==> config.mk <==
export PLATFORM = sky130hd
export DESIGN_NAME = longitudinal_car_plant_step
export DESIGN_NICKNAME = d
export VERILOG_FILES = /design/src/rtl/lcp_pkg.sv /design/src/rtl/lcp_csr.sv /design/src/rtl/lcp_mul.sv /design/src/rtl/lcp_dpath.sv /design/src/rtl/lcp_ctrl.sv /design/src/rtl/longitudinal_car_plant_step.sv
export SDC_FILE = /design/constraint.sdc
export NUM_CORES = 2
export LEC_CHECK = 0
export ABC_AREA = 1
export BUFFER_PORTS_ARGS = -buffer_cell sky130_fd_sc_hd__buf_2
export CAP_MARGIN = 20
export CORE_MARGIN = 5
export CORE_UTILIZATION = 25
export DETAILED_ROUTE_END_ITERATION = 7
export RECOVER_POWER = 50
export SYNTH_ARGS = -nofsm -noshare
export SYNTH_HDL_FRONTEND = slang
export SYNTH_SLANG_ARGS = --single-unit
==> constraint.sdc <==
create_clock -name clock -period 17.4 [get_ports clock]
set_input_delay 2.61 -clock clock [delete_from_list [all_inputs] [get_ports clock]]
set_output_delay 2.61 -clock clock [all_outputs]
set_load 0.005 [all_outputs]
==> src/rtl/lcp_pkg.sv <==
// ----------------------------------------------------------------------------
// lcp_pkg
// Shared types and codes of the longitudinal car plant: request kinds,
// register indexes, datapath operation codes and controller commands.
// ----------------------------------------------------------------------------
package lcp_pkg;

   // request kinds carried on req_tuser
   localparam logic [1:0] REQ_TICK    = 2'd0;
   localparam logic [1:0] REQ_FORCE   = 2'd1;
   localparam logic [1:0] REQ_RESTART = 2'd2;

   // register file
   localparam int CSR_ADDR_BITS = 5;
   localparam logic [2:0] REG_TIME_STEP      = 3'd0;
   localparam logic [2:0] REG_LEAD_SPEED     = 3'd1;
   localparam logic [2:0] REG_INITIAL_SPEED  = 3'd2;
   localparam logic [2:0] REG_INITIAL_GAP    = 3'd3;
   localparam logic [2:0] REG_PULSE_DISTANCE = 3'd4;

   localparam logic [16:0] RESET_TIME_STEP      = 17'd655;
   localparam logic [31:0] RESET_LEAD_SPEED     = 32'd131072;
   localparam logic [31:0] RESET_INITIAL_SPEED  = 32'd6554;
   localparam logic [31:0] RESET_INITIAL_GAP    = 32'd655360;
   localparam logic [30:0] RESET_PULSE_DISTANCE = 31'd18324;

   // datapath operations of one Euler step, in issue order
   localparam logic [2:0] OP_SPEED_SQ = 3'd0;  // v*v
   localparam logic [2:0] OP_QUAD     = 3'd1;  // F2 * v^2, plus F0
   localparam logic [2:0] OP_LINEAR   = 3'd2;  // F1 * v, force minus resistance
   localparam logic [2:0] OP_ACCEL    = 3'd3;  // times 1/mass
   localparam logic [2:0] OP_SPEED    = 3'd4;  // v += dt*a
   localparam logic [2:0] OP_GAP      = 3'd5;  // gap += dt*(lead - v)
   localparam logic [2:0] OP_TRAVEL   = 3'd6;  // travelled += dt*v, hall pulse

   typedef struct packed {
      logic [30:0]        pulse_distance;
      logic signed [31:0] initial_gap;
      logic signed [31:0] initial_speed;
      logic signed [31:0] lead_speed;
      logic [16:0]        time_step;
   } lcp_cfg_type;

   typedef struct packed {
      logic       load_ops;   // latch multiplier operands for op
      logic [2:0] op;
      logic       mul_lo;     // low half partial product
      logic       mul_hi;     // high half partial product
      logic       mul_acc;    // sum the partial products
      logic       write_back; // commit result of op
      logic       set_force;
      logic       restart;
      logic       capture;    // load the response register
   } lcp_cmd_type;

   typedef struct packed {
      logic               hall_pulse;
      logic signed [31:0] lead_speed;
      logic signed [31:0] gap;
      logic signed [31:0] speed;
   } lcp_result_type;

endpackage

==> src/rtl/lcp_csr.sv <==
// ----------------------------------------------------------------------------
// lcp_csr
// APB-style register file: time step, lead speed, initial values, pulse
// distance.
// ----------------------------------------------------------------------------
module lcp_csr (
   input  logic                                clock,
   input  logic                                reset,
   input  logic                                csr_psel,
   input  logic                                csr_penable,
   input  logic                                csr_pwrite,
   input  logic [lcp_pkg::CSR_ADDR_BITS-1:0]   csr_paddr,
   input  logic [31:0]                         csr_pwdata,
   output logic [31:0]                         csr_prdata,
   output logic                                csr_pready,
   output lcp_pkg::lcp_cfg_type                cfg
);

   lcp_pkg::lcp_cfg_type cfg_ff;
   logic [2:0]           index;
   logic                 wr_en;

   assign index      = csr_paddr[4:2];
   assign wr_en      = csr_psel && csr_penable && csr_pwrite && csr_pready;
   assign csr_pready = 1'b1;
   assign cfg        = cfg_ff;

   always_ff @(posedge clock) begin
      if (reset) begin
         cfg_ff.time_step      <= lcp_pkg::RESET_TIME_STEP;
         cfg_ff.lead_speed     <= lcp_pkg::RESET_LEAD_SPEED;
         cfg_ff.initial_speed  <= lcp_pkg::RESET_INITIAL_SPEED;
         cfg_ff.initial_gap    <= lcp_pkg::RESET_INITIAL_GAP;
         cfg_ff.pulse_distance <= lcp_pkg::RESET_PULSE_DISTANCE;
      end else if (wr_en) begin
         unique case (index)
            lcp_pkg::REG_TIME_STEP:      cfg_ff.time_step      <= csr_pwdata[16:0];
            lcp_pkg::REG_LEAD_SPEED:     cfg_ff.lead_speed     <= csr_pwdata;
            lcp_pkg::REG_INITIAL_SPEED:  cfg_ff.initial_speed  <= csr_pwdata;
            lcp_pkg::REG_INITIAL_GAP:    cfg_ff.initial_gap    <= csr_pwdata;
            lcp_pkg::REG_PULSE_DISTANCE: cfg_ff.pulse_distance <= csr_pwdata[30:0];
            default: ;  // unmapped, ignored
         endcase
      end
   end

   always_comb begin
      unique case (index)
         lcp_pkg::REG_TIME_STEP:      csr_prdata = {15'd0, cfg_ff.time_step};
         lcp_pkg::REG_LEAD_SPEED:     csr_prdata = cfg_ff.lead_speed;
         lcp_pkg::REG_INITIAL_SPEED:  csr_prdata = cfg_ff.initial_speed;
         lcp_pkg::REG_INITIAL_GAP:    csr_prdata = cfg_ff.initial_gap;
         lcp_pkg::REG_PULSE_DISTANCE: csr_prdata = {1'b0, cfg_ff.pulse_distance};
         default:                     csr_prdata = 32'd0;
      endcase
   end

endmodule

==> src/rtl/lcp_mul.sv <==
// ----------------------------------------------------------------------------
// lcp_mul
// Shared 64 x 33 signed multiplier, two passes through one 33 x 33 array.
// Product kept modulo 2^64.
// ----------------------------------------------------------------------------
module lcp_mul (
   input  logic                 clock,
   input  logic                 mul_lo,
   input  logic                 mul_hi,
   input  logic                 mul_acc,
   input  logic signed [63:0]   op_a,
   input  logic signed [32:0]   op_b,
   output logic signed [63:0]   product
);

   logic signed [32:0] half_a;
   logic signed [65:0] pp_in;
   logic signed [65:0] pp_ff;
   logic        [63:0] acc_ff;
   logic signed [63:0] prod_ff;

   // low half unsigned, high half carries the sign
   always_comb begin
      if (mul_hi) begin
         half_a = {op_a[63], op_a[63:32]};
      end else begin
         half_a = {1'b0, op_a[31:0]};
      end
      pp_in = half_a * op_b;
   end

   always_ff @(posedge clock) begin
      if (mul_lo || mul_hi) begin
         pp_ff <= pp_in;
      end
      if (mul_hi) begin
         acc_ff <= pp_ff[63:0];
      end
      if (mul_acc) begin
         prod_ff <= acc_ff + {pp_ff[31:0], 32'd0};
      end
   end

   assign product = prod_ff;

endmodule

==> src/rtl/lcp_dpath.sv <==
// ----------------------------------------------------------------------------
// lcp_dpath
// Plant state, operand selection and write-back of the Euler step.
// ----------------------------------------------------------------------------
module lcp_dpath #(
   parameter int FRACTION_BITS = 16
) (
   input  logic                    clock,
   input  logic                    reset,
   input  lcp_pkg::lcp_cmd_type    cmd,
   input  lcp_pkg::lcp_cfg_type    cfg,
   input  logic signed [31:0]      control_force,
   output lcp_pkg::lcp_result_type result
);

   localparam longint FX_ONE     = longint'(1) << FRACTION_BITS;
   localparam longint K_F0       = (907 * FX_ONE + 500) / 1000;
   localparam longint K_F1       = (5 * FX_ONE + 500) / 1000;
   localparam longint K_F2       = (25 * FX_ONE + 50000) / 100000;
   localparam longint K_INV_MASS = (100 * FX_ONE + 453) / 907;

   logic signed [31:0] ego_ff;
   logic signed [31:0] headway_ff;
   logic signed [31:0] drive_ff;
   logic signed [31:0] travel_ff;
   logic               pulse_ff;
   logic signed [63:0] tmp_ff;     // v^2, resistance, net force, accel in turn
   logic signed [63:0] op_a_ff;
   logic signed [32:0] op_b_ff;

   logic signed [63:0] op_a_in;
   logic signed [32:0] op_b_in;
   logic signed [63:0] product;
   logic signed [63:0] scaled;
   logic signed [63:0] ego_wide;
   logic signed [63:0] lead_wide;
   logic signed [32:0] step_b;
   logic signed [31:0] travel_sum;
   logic               pulse_hit;

   function automatic logic signed [31:0] sat32(input logic signed [63:0] x);
      logic signed [31:0] r;
      if (x > 64'sh0000_0000_7FFF_FFFF) begin
         r = 32'sh7FFF_FFFF;
      end else if (x < -64'sh0000_0000_8000_0000) begin
         r = 32'sh8000_0000;
      end else begin
         r = x[31:0];
      end
      return r;
   endfunction

   lcp_mul u_mul (
      .clock   (clock),
      .mul_lo  (cmd.mul_lo),
      .mul_hi  (cmd.mul_hi),
      .mul_acc (cmd.mul_acc),
      .op_a    (op_a_ff),
      .op_b    (op_b_ff),
      .product (product)
   );

   assign ego_wide  = {{32{ego_ff[31]}}, ego_ff};
   assign lead_wide = {{32{cfg.lead_speed[31]}}, cfg.lead_speed};
   assign step_b    = {16'd0, cfg.time_step};
   assign scaled    = product >>> FRACTION_BITS;   // floor

   always_comb begin
      unique case (cmd.op)
         lcp_pkg::OP_SPEED_SQ: begin
            op_a_in = ego_wide;
            op_b_in = {ego_ff[31], ego_ff};
         end
         lcp_pkg::OP_QUAD: begin
            op_a_in = tmp_ff;
            op_b_in = 33'(K_F2);
         end
         lcp_pkg::OP_LINEAR: begin
            op_a_in = ego_wide;
            op_b_in = 33'(K_F1);
         end
         lcp_pkg::OP_ACCEL: begin
            op_a_in = tmp_ff;
            op_b_in = 33'(K_INV_MASS);
         end
         lcp_pkg::OP_SPEED: begin
            op_a_in = tmp_ff;
            op_b_in = step_b;
         end
         lcp_pkg::OP_GAP: begin
            op_a_in = lead_wide - ego_wide;
            op_b_in = step_b;
         end
         lcp_pkg::OP_TRAVEL: begin
            op_a_in = ego_wide;
            op_b_in = step_b;
         end
         default: begin
            op_a_in = 64'sd0;
            op_b_in = 33'sd0;
         end
      endcase
   end

   assign travel_sum = sat32({{32{travel_ff[31]}}, travel_ff} + scaled);
   assign pulse_hit  = $signed({travel_sum[31], travel_sum})
                       >= $signed({2'b00, cfg.pulse_distance});

   always_ff @(posedge clock) begin
      if (cmd.load_ops) begin
         op_a_ff <= op_a_in;
         op_b_ff <= op_b_in;
      end
      if (cmd.write_back) begin
         unique case (cmd.op)
            lcp_pkg::OP_SPEED_SQ: tmp_ff <= scaled;
            lcp_pkg::OP_QUAD:     tmp_ff <= 64'(K_F0) + scaled;
            lcp_pkg::OP_LINEAR:
               tmp_ff <= {{32{drive_ff[31]}}, drive_ff} - (tmp_ff + scaled);
            lcp_pkg::OP_ACCEL:    tmp_ff <= scaled;
            default: ;
         endcase
      end
   end

   // plant state
   always_ff @(posedge clock) begin
      if (reset) begin
         ego_ff     <= lcp_pkg::RESET_INITIAL_SPEED;
         headway_ff <= lcp_pkg::RESET_INITIAL_GAP;
         drive_ff   <= 32'(K_F0);
         travel_ff  <= 32'sd0;
         pulse_ff   <= 1'b0;
      end else if (cmd.restart) begin
         ego_ff     <= cfg.initial_speed;
         headway_ff <= cfg.initial_gap;
         drive_ff   <= 32'(K_F0);
         travel_ff  <= 32'sd0;
      end else if (cmd.set_force) begin
         drive_ff <= control_force;
      end else if (cmd.write_back) begin
         unique case (cmd.op)
            lcp_pkg::OP_SPEED: ego_ff <= sat32(ego_wide + scaled);
            lcp_pkg::OP_GAP:
               headway_ff <= sat32({{32{headway_ff[31]}}, headway_ff} + scaled);
            lcp_pkg::OP_TRAVEL: begin
               pulse_ff  <= pulse_hit;
               travel_ff <= pulse_hit ? 32'sd0 : travel_sum;
            end
            default: ;
         endcase
      end
   end

   assign result.hall_pulse = pulse_ff;
   assign result.lead_speed = cfg.lead_speed;
   assign result.gap        = headway_ff;
   assign result.speed      = ego_ff;

endmodule

==> src/rtl/lcp_ctrl.sv <==
// ----------------------------------------------------------------------------
// lcp_ctrl
// Sequencer: takes requests and steps the datapath through the seven
// multiply operations of a tick.
// ----------------------------------------------------------------------------
module lcp_ctrl (
   input  logic                 clock,
   input  logic                 reset,
   input  logic                 req_valid,
   input  logic [1:0]           req_kind,
   input  logic                 out_free,
   output logic                 req_ready,
   output lcp_pkg::lcp_cmd_type cmd
);

   localparam logic [2:0] S_IDLE = 3'd0;
   localparam logic [2:0] S_LOAD = 3'd1;
   localparam logic [2:0] S_LO   = 3'd2;
   localparam logic [2:0] S_HI   = 3'd3;
   localparam logic [2:0] S_ACC  = 3'd4;
   localparam logic [2:0] S_WB   = 3'd5;
   localparam logic [2:0] S_OUT  = 3'd6;

   logic [2:0] state_ff, state_in;
   logic [2:0] op_ff, op_in;
   logic       accept;

   assign req_ready = (state_ff == S_IDLE);
   assign accept    = req_valid && req_ready;

   always_comb begin
      state_in = state_ff;
      op_in    = op_ff;
      unique case (state_ff)
         S_IDLE: begin
            if (accept && req_kind == lcp_pkg::REQ_TICK) begin
               state_in = S_LOAD;
               op_in    = lcp_pkg::OP_SPEED_SQ;
            end
         end
         S_LOAD: state_in = S_LO;
         S_LO:   state_in = S_HI;
         S_HI:   state_in = S_ACC;
         S_ACC:  state_in = S_WB;
         S_WB: begin
            if (op_ff == lcp_pkg::OP_TRAVEL) begin
               state_in = S_OUT;
            end else begin
               state_in = S_LOAD;
               op_in    = op_ff + 3'd1;
            end
         end
         S_OUT: begin
            if (out_free) begin
               state_in = S_IDLE;
            end
         end
         default: state_in = S_IDLE;
      endcase
   end

   always_ff @(posedge clock) begin
      if (reset) begin
         state_ff <= S_IDLE;
         op_ff    <= lcp_pkg::OP_SPEED_SQ;
      end else begin
         state_ff <= state_in;
         op_ff    <= op_in;
      end
   end

   always_comb begin
      cmd            = '0;
      cmd.op         = op_ff;
      cmd.load_ops   = (state_ff == S_LOAD);
      cmd.mul_lo     = (state_ff == S_LO);
      cmd.mul_hi     = (state_ff == S_HI);
      cmd.mul_acc    = (state_ff == S_ACC);
      cmd.write_back = (state_ff == S_WB);
      cmd.set_force  = accept && (req_kind == lcp_pkg::REQ_FORCE);
      cmd.restart    = accept && (req_kind == lcp_pkg::REQ_RESTART);
      cmd.capture    = (state_ff == S_OUT) && out_free;
   end

endmodule

==> src/rtl/longitudinal_car_plant_step.sv <==
// ----------------------------------------------------------------------------
// longitudinal_car_plant_step
// Fixed-point forward Euler plant of a car following a lead car, for
// hardware-in-the-loop use. Ticks step the plant, force requests set the
// drive force, restart requests reload the initial values.
// ----------------------------------------------------------------------------
//
//  channel | dir | tdata / data                               | tuser
//  --------+-----+--------------------------------------------+----------
//  req_    | in  | [31:0] control_force                       | req_type
//  rsp_    | out | speed, gap, lead speed, hall pulse [96]    | -
//  csr_    | in  | APB, 5 registers at 4*i                    | -
//
//  A tick runs from acceptance to the response register as seven multiplies
//  on the one shared 64 x 33 multiplier, each through operand load, low pass,
//  high pass, sum and write-back, followed by the capture step; the next
//  request is taken in the cycle after capture.
//  Force, restart and unused-kind requests complete in their accept cycle and
//  give no response.
//  Reset (synchronous) restores the register defaults and the initial state.
//  A response waits in its register until taken; a new tick may run
//  meanwhile and only holds at its capture step.
//
module longitudinal_car_plant_step #(
   parameter int FRACTION_BITS = 16
) (
   input  logic                               clock,
   input  logic                               reset,

   // request channel
   input  logic                               req_tvalid,
   output logic                               req_tready,
   input  logic [31:0]                        req_tdata,   // [31:0] control_force
   input  logic [1:0]                         req_tuser,   // [1:0] req_type

   // response channel
   output logic                               rsp_tvalid,
   input  logic                               rsp_tready,
   output logic [103:0]                       rsp_tdata,   // [31:0] speed_out,
                                                           // [63:32] gap_out,
                                                           // [95:64] lead_speed_out,
                                                           // [96] hall_pulse, rest 0

   // configuration port
   input  logic                               csr_psel,
   input  logic                               csr_penable,
   input  logic                               csr_pwrite,
   input  logic [lcp_pkg::CSR_ADDR_BITS-1:0]  csr_paddr,
   input  logic [31:0]                        csr_pwdata,
   output logic [31:0]                        csr_prdata,
   output logic                               csr_pready
);

   lcp_pkg::lcp_cfg_type    cfg;
   lcp_pkg::lcp_cmd_type    cmd;
   lcp_pkg::lcp_result_type result;

   logic                    rsp_valid_ff;
   logic [103:0]            rsp_data_ff;
   logic                    out_free;

   // response register may be refilled when empty or being drained
   assign out_free = !rsp_valid_ff || rsp_tready;

   lcp_csr u_csr (
      .clock       (clock),
      .reset       (reset),
      .csr_psel    (csr_psel),
      .csr_penable (csr_penable),
      .csr_pwrite  (csr_pwrite),
      .csr_paddr   (csr_paddr),
      .csr_pwdata  (csr_pwdata),
      .csr_prdata  (csr_prdata),
      .csr_pready  (csr_pready),
      .cfg         (cfg)
   );

   lcp_ctrl u_ctrl (
      .clock     (clock),
      .reset     (reset),
      .req_valid (req_tvalid),
      .req_kind  (req_tuser),
      .out_free  (out_free),
      .req_ready (req_tready),
      .cmd       (cmd)
   );

   lcp_dpath #(
      .FRACTION_BITS (FRACTION_BITS)
   ) u_dpath (
      .clock         (clock),
      .reset         (reset),
      .cmd           (cmd),
      .cfg           (cfg),
      .control_force (req_tdata),
      .result        (result)
   );

   // response register
   always_ff @(posedge clock) begin
      if (reset) begin
         rsp_valid_ff <= 1'b0;
      end else if (cmd.capture) begin
         rsp_valid_ff <= 1'b1;
      end else if (rsp_tready) begin
         rsp_valid_ff <= 1'b0;
      end
   end

   always_ff @(posedge clock) begin
      if (cmd.capture) begin
         rsp_data_ff <= {7'd0, result};
      end
   end

   assign rsp_tvalid = rsp_valid_ff;
   assign rsp_tdata  = rsp_data_ff;

endmodule

# Word level (Yosys, flattened, before mapping)

Index checks and enable logic that the tools add are counted.

Add/sub/neg operators: 9
Multipliers: 1
Divide/modulo/power cells: 0
$lt $le $gt $ge: 7
Equal/unequal tests: 22
Shifts and indexed selects: 0
Multiplexer cells: 29
Bitwise operators: 2
Reduce and logical (&&, ||, !) cells: 37

Operator list:

| cell                     | count |
|---|---|
| $mux W32                 | 15 |
| $pmux W64 S3             | 2 |
| $gt A64 B32 Y1 const B   | 3 |
| $lt A64 B32 Y1 const B   | 3 |
| $pmux W33 S5             | 1 |
| $pmux W32 S5             | 1 |
| $add A32 B48 Y49         | 3 |
| $add A64 B64 Y64         | 2 |
| $mul A33 B33 Y64         | 1 |
| $sub A64 B64 Y64         | 1 |
| $add A17 B48 Y49 const A | 1 |
| $mux W33                 | 1 |
| $sub A32 B32 Y33         | 1 |
| $ge A32 B32 Y1           | 1 |
| $eq A3 B3 Y1 const B     | 7 |
| $pmux W3 S7              | 1 |
| $eq A3 B2 Y1 const B     | 6 |
| $mux W3                  | 5 |
| $reduce_and A2 Y1        | 7 |
| $reduce_and A3 Y1        | 4 |
| $reduce_bool A2 Y1       | 5 |
| $eq A3 B1 Y1 const B     | 3 |
| $logic_not A3 Y1         | 3 |
| $reduce_or A3 Y1         | 3 |
| 15 further kinds         | 27 |

Register bits: 730
Bits in latches: 0
Bits in writable memories: 0
Bits in read-only memories: 0
Input port bits: 78
Output and inout port bits: 139
Memories: 0

# Longest topological paths before layout

Word-level depth: 8
Mapped depth: 43
Gate-level depth less buffers: 41

# By module

From an unflattened synthesis, not the netlist that was laid out.

Cell total of the unflattened synthesis: 12337
Area, all modules: 92252.2 um2

Modules (own cells, without submodules):

| module                      | instances | cells an instance | area each (um2) | sequential area each (um2) |
|---|---|---|---|---|
| lcp_mul                     | 1         | 5238              | 46558.4         | 5765.5 |
| lcp_dpath                   | 1         | 5790              | 35148.7         | 7387.1 |
| lcp_csr                     | 1         | 1137              | 7128.1          | 2882.8 |
| longitudinal_car_plant_step | 1         | 110               | 3011.6          | 2932.8 |
| lcp_ctrl                    | 1         | 62                | 405.4           | 120.1 |

# Worst setup path before layout

Ideal clock, no wire load.

Path type: flip-flop to flip-flop
Start: reg u_ctrl.state_ff[1]
End: reg u_dpath.u_mul.pp_ff[62] (data pin)
Library setup time: 0.262 ns
Data arrival time: 12.398 ns
Required time: 17.138 ns
Path slack: 4.739 ns
Stages on the path, launching flop included: 38
Period minus slack after synthesis: 12.661 ns
Cell sequence: dfxtp_1 -> inv_1 -> nor2_1 -> nand2_1 -> inv_1 -> clkbuf_1 -> or2_2 -> o21ai_0 -> inv_1 -> clkbuf_1 -> nand2_1 -> fa_1 -> inv_1 -> fa_1 -> inv_1 -> fa_1 -> inv_1 -> fa_1 -> [... 2 more ...] -> fa_1 -> inv_1 -> fa_1 -> inv_1 -> ha_1 -> nand2_1 -> nor2_1 -> inv_1 -> nor3_1 -> and3_1 -> nand3_1 -> nand3_1 -> nand2_1 -> o211ai_1 -> nand2_1 -> o211ai_1 -> a21oi_1 -> xor2_1

Cells in the longest elaborated chain, start to end: 3

RTL lines:

| element                     | line           | text |
|---|---|---|
| from (decl)                 | lcp_ctrl.sv:24 | `logic [2:0] state_ff, state_in;` |
| from (signal assigned)      | lcp_ctrl.sv:67 | `state_ff <= state_in;` |
| $eq A3 B2 Y1                | lcp_ctrl.sv:77 | `cmd.mul_hi = (state_ff == S_HI);` |
| $mux W33                    | lcp_mul.sv:24  | `if (mul_hi) begin` |
| $mul A33 B33 Y64            | lcp_mul.sv:29  | `pp_in = half_a * op_b;` |
| via u_dpath.u_mul.pp_in[62] | lcp_mul.sv:17  | `logic signed [65:0] pp_in;` |
| to (signal assigned)        | lcp_mul.sv:34  | `pp_ff <= pp_in;` |
| to (decl)                   | lcp_mul.sv:18  | `logic signed [65:0] pp_ff;` |

The timed path passes the listed nets, and every way through them passes these cells.
A chain may end at the register's enable or synchronous reset.

# Final worst setup path

Ends and elaborated chain as after synthesis.

==> impl_metrics.py <==
metrics = {
    "clocking": {
        "clockBufferDepth": 3,
        "cts_made_buffers": 75,
        "h-tree-depth": 3,
        "hold_buffers": 0,
        "cts_tree": "done",
        "post_cts_resized": 0,
        "post_cts_buffers": 0,
        "clock-root-buffer": "clkbuf_16",
        "clock-sinks": 697,
        "clk-insertion-delay-late_ps": 680,
        "path_clk_slew_ps": 70,
    },
    "global_routing": {
        "use_met3_pct": 3.72,
        "busiest_layer": "met2",
        "overflow": 0,
        "grt_use_met1_pct": 25.6,
        "grt_max_degree": 108,
        "antenna_found_initial": 29,
        "met2_usage_pct": 28.5,
        "grt_pass1_vias": 74500,
        "grt_usage_pct": 18.7,
        "grt_first_pass_wirelength_mm": 499,
    },
    "logic_synthesis": {
        "seq_area_frac_synth_pct": 20.9,
        "yosysWarnings": 0,
        "post_synth.cell_area_avg_um2": 7.77,
        "synth_xor_xnor_area_share_pct": 2.04,
        "synth_top_cell_by_area": "fa_1",
        "syn_inst": 11100,
        "synthMuxAreaShare_pct": 0,
        "synth_async_sr_flop_share_pct": 0,
        "synth.cell_area_um2": 86600,
        "synthAdderAreaFrac_pct": 35.1,
        "synth-edff-count": 417,
        "synth_area_leaders": "fa_1, edfxtp_1, nand2_1, inv_1, ha_1",
        "synth_compound_area_share_pct": 10.3,
        "synth_top_family_by_area": "adder cells",
        "ys_seq_elements": 697,
        "synth_top_cell_area_share_pct": 27.6,
        "synth-simple-area-share_pct": 20.3,
        "synthFlopType": "edfxtp_1",
        "synth.distinct_cells": 66,
    },
    "finish": {
        "final_cell_mix": "nand2_1, inv_1, nor2_1",
        "syn_to_final_growth_pct": 10.9,
        "fill_cells": 37400,
        "layout_commonest_cell": "nand2_1",
        "nNetsFinal": 13000,
        "drive_gt1_share_pct": 5.73,
        "post-route-util_pct": 27.8,
    },
    "sta": {
        "fin_skew_ps": 49.6,
        "hold_viol": 0,
        "worst_pin_slew_ps": 4390,
        "hold_slack_ps": 413,
        "fin_setup_tns_ps": 0,
        "slew-limit-headroom_pct": -192,
        "final-max-slew-violation-count": 539,
        "fin_crit_sh_pct": 77.7,
        "setup_slack_ps": 3880,
        "rsz0062_at_grt": "false",
        "max_freq_ghz": 0.0740,
        "finalSetupViolations": 0,
        "period_needed_ps": 13520,
    },
    "floorplan": {
        "die_h_um": 598,
        "die_area_um2": 358000,
        "placementRows": 216,
        "core_um2": 346000,
        "ios": 217,
        "initial_core_util_pct": 25.0,
        "die_width_um": 598,
    },
    "setup_path": {
        "critPathTopFamily": "buffers and inverters",
        "endpoint_kind": "register",
        "worst_path_largest_cell_delay_ps": 2600,
        "start_kind": "register",
        "cp_max_fo": 66,
        "critical_path_arrival_ps": 13930,
        "r2r-end": "u_dpath.u_mul.pp_ff[62]",
        "reg2reg_depth": 37,
        "r2r_setup_slack_ps": 3880,
        "cp_slowest_cell": "clkbuf_1",
        "path_class": "reg -> reg",
        "cp_common_cell": "fa_1",
        "critical_path_required_ps": 17810,
        "r2r-start": "u_ctrl.state_ff[1]",
        "crit_cells": 37,
        "crit_buf_inv": 11,
    },
    "routing": {
        "routed_wl_mm": 343,
        "postRouteAntennaNets": 0,
        "drt_first_iter_violations": 8811,
        "dr_total_vias": 77200,
        "viasPerCell": 4.85,
        "dr.pass1.iters": 6,
        "wire_per_inst_um": 21.6,
        "drc_errors": 0,
    },
    "placed_design": {
        "place_ws_ps": 5860,
        "dp_hpwl_mm": 273,
        "port_buffers": 206,
        "routabilityCongestion": 0.983,
    },
    "hold_path": {
        "hold_path_end": "u_dpath.u_mul.product[21]",
        "hold_depth": 0,
        "holdCritStartpoint": "u_dpath.u_mul.acc_ff[21]",
        "hold_path_class": "reg -> reg",
    },
    "job": {
        "drv_cap": 12,
    },
    "outcome": {
        "outcome": "finished, violations left",
        "violations": "max-capacitance violations, max-slew violations",
    },
}
## synth_stat cells (123+ instances only)
master	count
clkbuf_1	288
xor2_1	123
ha_1	521
nand2_1	2429
o21ai_0	466
edfxtp_1	417
nand3_1	313
nor2_1	1279
dfxtp_1	280
inv_1	2203
a21oi_1	753
fa_1	1193
## routing by layer
metal	wire [µm]	vias to the layer above
li1	-	34900
met1	144000	37800
met2	147000	3681
met3	33600	705
met4	18700	14
met5	92	-
## how the worst max path moves through the flow
stage / from / to / slack, ps
6_report: u_ctrl.state_ff[1] / u_dpath.u_mul.pp_ff[62] / 3880
5_1_grt: u_ctrl.state_ff[1] / u_dpath.u_mul.pp_ff[61] / 3110
4_1_cts: u_ctrl.state_ff[2] / u_dpath.u_mul.pp_ff[61] / 5800
3_5_place_dp: u_ctrl.state_ff[2] / u_dpath.u_mul.pp_ff[61] / 5860
3_3_place_gp: u_ctrl.state_ff[2] / u_dpath.u_mul.pp_ff[60] / 5870
2_1_floorplan: u_ctrl.state_ff[1] / u_dpath.u_mul.pp_ff[62] / 4740
## layout make-up
type	count	area, µm²	area share [%]
Multi-Input combinational cell	7872	58900	61.3
Inverter	2240	8410	8.76
Timing Repair Buffer	361	2260	2.35
Tap cell	4578	5730	5.97
Sequential cell	697	18100	18.9
Clock buffer	94	2020	2.11
Antenna cell	19	47.5	0.0495
Clock inverter	44	553	0.576
## through the flow
stage,instances,cell area [µm²]
4_1_cts,15900,95900
3_5_place_dp,15700,93300
5_1_grt,15900,96000
2_1_floorplan,11100,86600
3_3_place_gp,15700,93300
6_report,15900,96000
## state kept, by name, summed over array words and instances, names as in the netlist
| signal | flops |
|---|---|
| rsp_tdata | 97 |
| u_dpath.op_b_ff | 32 |
| u_dpath.drive_ff | 32 |
| rsp_tvalid | 1 |
| u_dpath.op_a_ff | 64 |
| u_dpath.pulse_ff | 1 |
| u_ctrl.op_ff | 3 |
| u_dpath.headway_ff | 32 |
| u_dpath.ego_ff | 32 |
| u_dpath.u_mul.pp_ff | 64 |
| u_dpath.u_mul.product | 48 |
| u_ctrl.state_ff | 3 |
| u_dpath.u_mul.acc_ff | 48 |
| u_dpath.travel_ff | 32 |
| u_dpath.tmp_ff | 64 |
| u_csr.cfg | 144 |
## logic make-up after synthesis
family                   count (synthesis)
adder cells (fa/ha/maj)               1714
buffers and inverters                 2577
XOR/XNOR                               201
flip-flops                             697
other                                    2
AO/OA/AOI/OAI                         1593
AND/OR/NAND/NOR                       4356
Power is not shown: default switching activity piles up to over one toggle a cycle in this logic, so the estimate is an artifact.
